$ cat config.mk
export PLATFORM = sky130hd
export DESIGN_NAME = plq_ctrl
export DESIGN_NICKNAME = d
export VERILOG_FILES = /design/src/rtl/plq_pkg.sv /design/src/rtl/plq_ctrl.sv
export SDC_FILE = /design/constraint.sdc
export NUM_CORES = 1
export LEC_CHECK = 0
export BUFFER_PORTS_ARGS = -buffer_cell sky130_fd_sc_hd__buf_4
export CAP_MARGIN = 20
export CORE_AREA = 2 2 39 41
export DETAILED_ROUTE_END_ITERATION = 12
export DIE_AREA = 0 0 41 43
export PLACE_DENSITY = 0.39
export SYNTH_ARGS = -nofsm -noshare
export SYNTH_HDL_FRONTEND = slang
export SYNTH_SLANG_ARGS = --single-unit
$ cat constraint.sdc
create_clock -name clk_i -period 1.55 [get_ports clk_i]
set_clock_uncertainty 0.2 [all_clocks]
set_input_delay 0.155 -clock clk_i [delete_from_list [all_inputs] [get_ports clk_i]]
set_output_delay 0.155 -clock clk_i [all_outputs]
set_load 0.05 [all_outputs]
$ cat src/rtl/plq_pkg.sv
package plq_pkg;

  // table geometry
  localparam int unsigned MaxOrders  = 1024;
  localparam int unsigned SlotAw     = $clog2(MaxOrders);
  localparam int unsigned LinkW      = 11;
  localparam int unsigned OrderSlotW = 10;
  localparam int unsigned PriceW     = 32;
  localparam int unsigned QtyW       = 64;
  localparam int unsigned CmdW       = 2;
  localparam int unsigned StatusW    = 3;

  // link value that marks no order
  localparam logic [LinkW-1:0] NoneSlot = LinkW'(MaxOrders);

  // command codes
  localparam logic [CmdW-1:0] CmdAdd    = 2'd0;
  localparam logic [CmdW-1:0] CmdRemove = 2'd1;
  localparam logic [CmdW-1:0] CmdReduce = 2'd2;

  // status codes
  localparam logic [StatusW-1:0] StOk        = 3'd0;
  localparam logic [StatusW-1:0] StNull      = 3'd1;
  localparam logic [StatusW-1:0] StPrice     = 3'd2;
  localparam logic [StatusW-1:0] StMember    = 3'd3;
  localparam logic [StatusW-1:0] StFilled    = 3'd4;
  localparam logic [StatusW-1:0] StOverflow  = 3'd5;
  localparam logic [StatusW-1:0] StNotMember = 3'd6;
  localparam logic [StatusW-1:0] StBelowZero = 3'd7;

  // controller to datapath
  typedef struct packed {
    logic clear_en;
    logic accept;
    logic exec;
  } ctrl_cmd_t;

  // datapath to controller
  typedef struct packed {
    logic clear_last;
  } dp_status_t;

  // true when a link names a real slot
  function automatic logic link_ok(input logic [LinkW-1:0] s);
    return s < NoneSlot;
  endfunction

endpackage

$ cat src/rtl/plq_ctrl.sv
module plq_ctrl (
  input  logic                   clk_i,
  input  logic                   rst_ni,
  input  logic                   start_i,
  input  plq_pkg::dp_status_t    status_i,
  output plq_pkg::ctrl_cmd_t     ctrl_o,
  output logic                   busy_o,
  output logic                   done_o
);
  import plq_pkg::*;

  localparam logic [1:0] StClear = 2'd0;
  localparam logic [1:0] StIdle  = 2'd1;
  localparam logic [1:0] StExec  = 2'd2;

  logic [1:0] state_q, state_d;
  logic       done_q;
  logic       accept;

  assign busy_o = (state_q != StIdle);
  assign accept = start_i && !busy_o;

  // next state
  always_comb begin
    state_d = state_q;
    unique case (state_q)
      StClear: begin
        if (status_i.clear_last) begin
          state_d = StIdle;
        end
      end
      StIdle: begin
        if (start_i) begin
          state_d = StExec;
        end
      end
      StExec: begin
        state_d = StIdle;
      end
      default: begin
        state_d = StIdle;
      end
    endcase
  end

  // state and result strobe
  always_ff @(posedge clk_i or negedge rst_ni) begin
    if (!rst_ni) begin
      state_q <= StClear;
      done_q  <= 1'b0;
    end else begin
      state_q <= state_d;
      done_q  <= (state_q == StExec);
    end
  end

  assign ctrl_o.clear_en = (state_q == StClear);
  assign ctrl_o.accept   = accept;
  assign ctrl_o.exec     = (state_q == StExec);
  assign done_o          = done_q;

endmodule

==> metrics.csv <==
metric;value;unit
status;finished clean;
I/O Buffers;8;
CTS Sinks;3;
initial DRC count;2;
Routed Antenna Nets;0;
ant diodes;0;
initial antenna violation count;0;
total power;0.518;mW
final-report hold violation count;0;
CP startpoint kind;input port;
commonest cells after routing, fill and taps aside;buf_4 (7), clkbuf_4 (3), dfrtp_1 (3);
DRC violations left;0;
critical path cell sequence;dlygate4sd3_1 > buf_4 > inv_1 > nor2_2 > buf_6;
Filler Cells Inserted;153;
Syn-to-layout area delta;100;%
reg2reg start;state_q[0];
H-tree levels;1;
Synth Instances;12;
Core ar.;0.00138;mm²
final worst setup slack;0.0610;ns
post-DP HPWL;219;µm
Cell Count, Final, Fillers Out;41;
Via density;2.83;
WP buf/inv;4;
critical path's top delay family;buffers and inverters;
leakage;0.127;nW
Initial DRT Pass Iterations;2;
Vias;116;
GP Congestion;0.583;
WL per Instance;7.68;µm
Fin Setup TNS;0;ns
GRT overflow;0;
sequential element share of the synthesized area;0.600;
CTS tree;yes;
Synth Cell Area;125;µm²
actual slew at the worst max-slew pin;0.164;ns
first-pass GRT wire length;469;µm
final setup violation count;0;
Initial Utilization;0.0904;
GRT Overall Usage;0.0504;
Syn Area/Cell;10.4;µm²
Arr. time, crit path;1.13;ns
die span in x;41;µm
number of global-route vias before repair;127;
Net Count, Synth;16;
largest net degree at the start of global routing;6;
Ys Warns;0;
fin crit period;1.49;ns
clk buf depth;2;
CP endpoint kind;output port;
nets;30;
Max FO, Critical Path;3;
unrepaired setup endpoints after global routing;false;
post-synthesis register bit count;3;
critical path depth;5;
site row count;14;
Reg2Reg Capture Point;state_q[0];
Crit-path slowest cell;dlygate4sd3_1;
Max stage delay on crit path;0.52;ns
Crit Path Class;input port to output port;
required time worst endpoint;1.19;ns
r2r worst-path depth;2;
IO Count;9;
Clock Pin Slew Worst Setup and Hold Paths;0.04;ns
Min-Delay Path Class;input port to async pin;
Max VDD drop;0.000790;V
Synth cell types;7;
Total Wirelength;315;µm
relative slew slack;0.891;
commonest non-fill, non-tap cell in the layout;buf_4;
Post-CTS Setup Bufs;0;
clock latency on the worst-skew pair;0.23;ns
highest clock rate;672;MHz
Tcrit/Tclk final;0.961;
Root Driver;clkbuf_4;
number of CTS-inserted buffers;3;
Place WS;0.294;ns
Max-cap violations;0;
die area;0.00176;mm²
Final Core Density;0.181;
Chip Height;43;µm
power density cells;2070;mW/mm²
DP Cell Count;35;
R2R setup slack;0.50;ns
fraction of layout cells with a size suffix above 1;0.480;
Max Slew Vio Count;0;
[sequential cells by signal, summed over array words and instances, names as in the netlist]
register  flops
done_o        1
state_q       2
[final cells by class]
class                           instances  area, µm²  share of cell area
Clock buffer                            4       26.3               0.105
Inverter                                1       3.75              0.0150
Multi-Input combinational cell          7       41.3               0.165
Sequential cell                         3       75.1               0.300
Tap cell                               16       20.0              0.0800
Timing Repair Buffer                   10       83.8               0.335
[through the flow]
step | cell area, µm² | hold slack, ns
2_1_floorplan | 125 | -0.341
3_3_place_gp | 198 | -0.255
3_5_place_dp | 198 | -0.254
4_1_cts | 244 | 0.0404
5_1_grt | 250 | 0.0571
6_report | 250 | 0.0496
[synthesized netlist by cell type, drive strengths merged]
master	number	area, µm²
inv	1	3.75
dfrtp	3	75.1
nor2b	2	12.5
buf	1	7.51
nand2b	1	6.26
nor2	3	11.3
a211o	1	8.76
[worst reg2reg max path, stage by stage, from the launching register on]
cell and delay [ns]:
dfrtp_1 0.40, nor2b_1 0.07, a211o_1 0.26
[repair_timing]
item                                    4_1_cts  5_1_grt
endpoints found under the setup margin        0        1
resized for setup                             0        2
hold buffers                                  2        0
hold endpoints to repair                      4        0
[how the worst max path moves through the flow]
stage	slack, ns	end	from
floorplan	0.02	done_o	state_q[0]
finish	0.06	ctrl_o[1]	start_i
global route	0.02	ctrl_o[1]	state_q[1]
detailed placement	0.29	ctrl_o[1]	state_q[1]
CTS	0.02	ctrl_o[1]	start_i
global placement	0.31	ctrl_o[1]	state_q[1]
[layer usage]
| layer | GRT usage | vias up | part of all wire |
|---|---|---|---|
| met4 | 0.100 | 0 | 0.044 |
| met1 | 0.0521 | 41 | 0.50 |
| met3 | 0.0314 | 2 | 0.16 |
| met5 | 0 | - | 0 |
| li1 | - | 62 | - |
| met2 | 0.0406 | 11 | 0.28 |
[kinds of logic after synthesis]
| group | synth area share |
|---|---|
| AO/OA/AOI/OAI | 0.0700 |
| buffers and inverters | 0.0900 |
| flip-flops | 0.600 |
| AND/OR/NAND/NOR | 0.240 |
[power breakdown]
part           switching [mW]  internal (mW)  total (mW)
Clock                  0.0407         0.0965       0.137
Sequential             0.0200          0.100       0.120
Combinational           0.180         0.0806       0.261
Total                   0.241          0.277       0.518
Power figures use the tool's default switching activity.
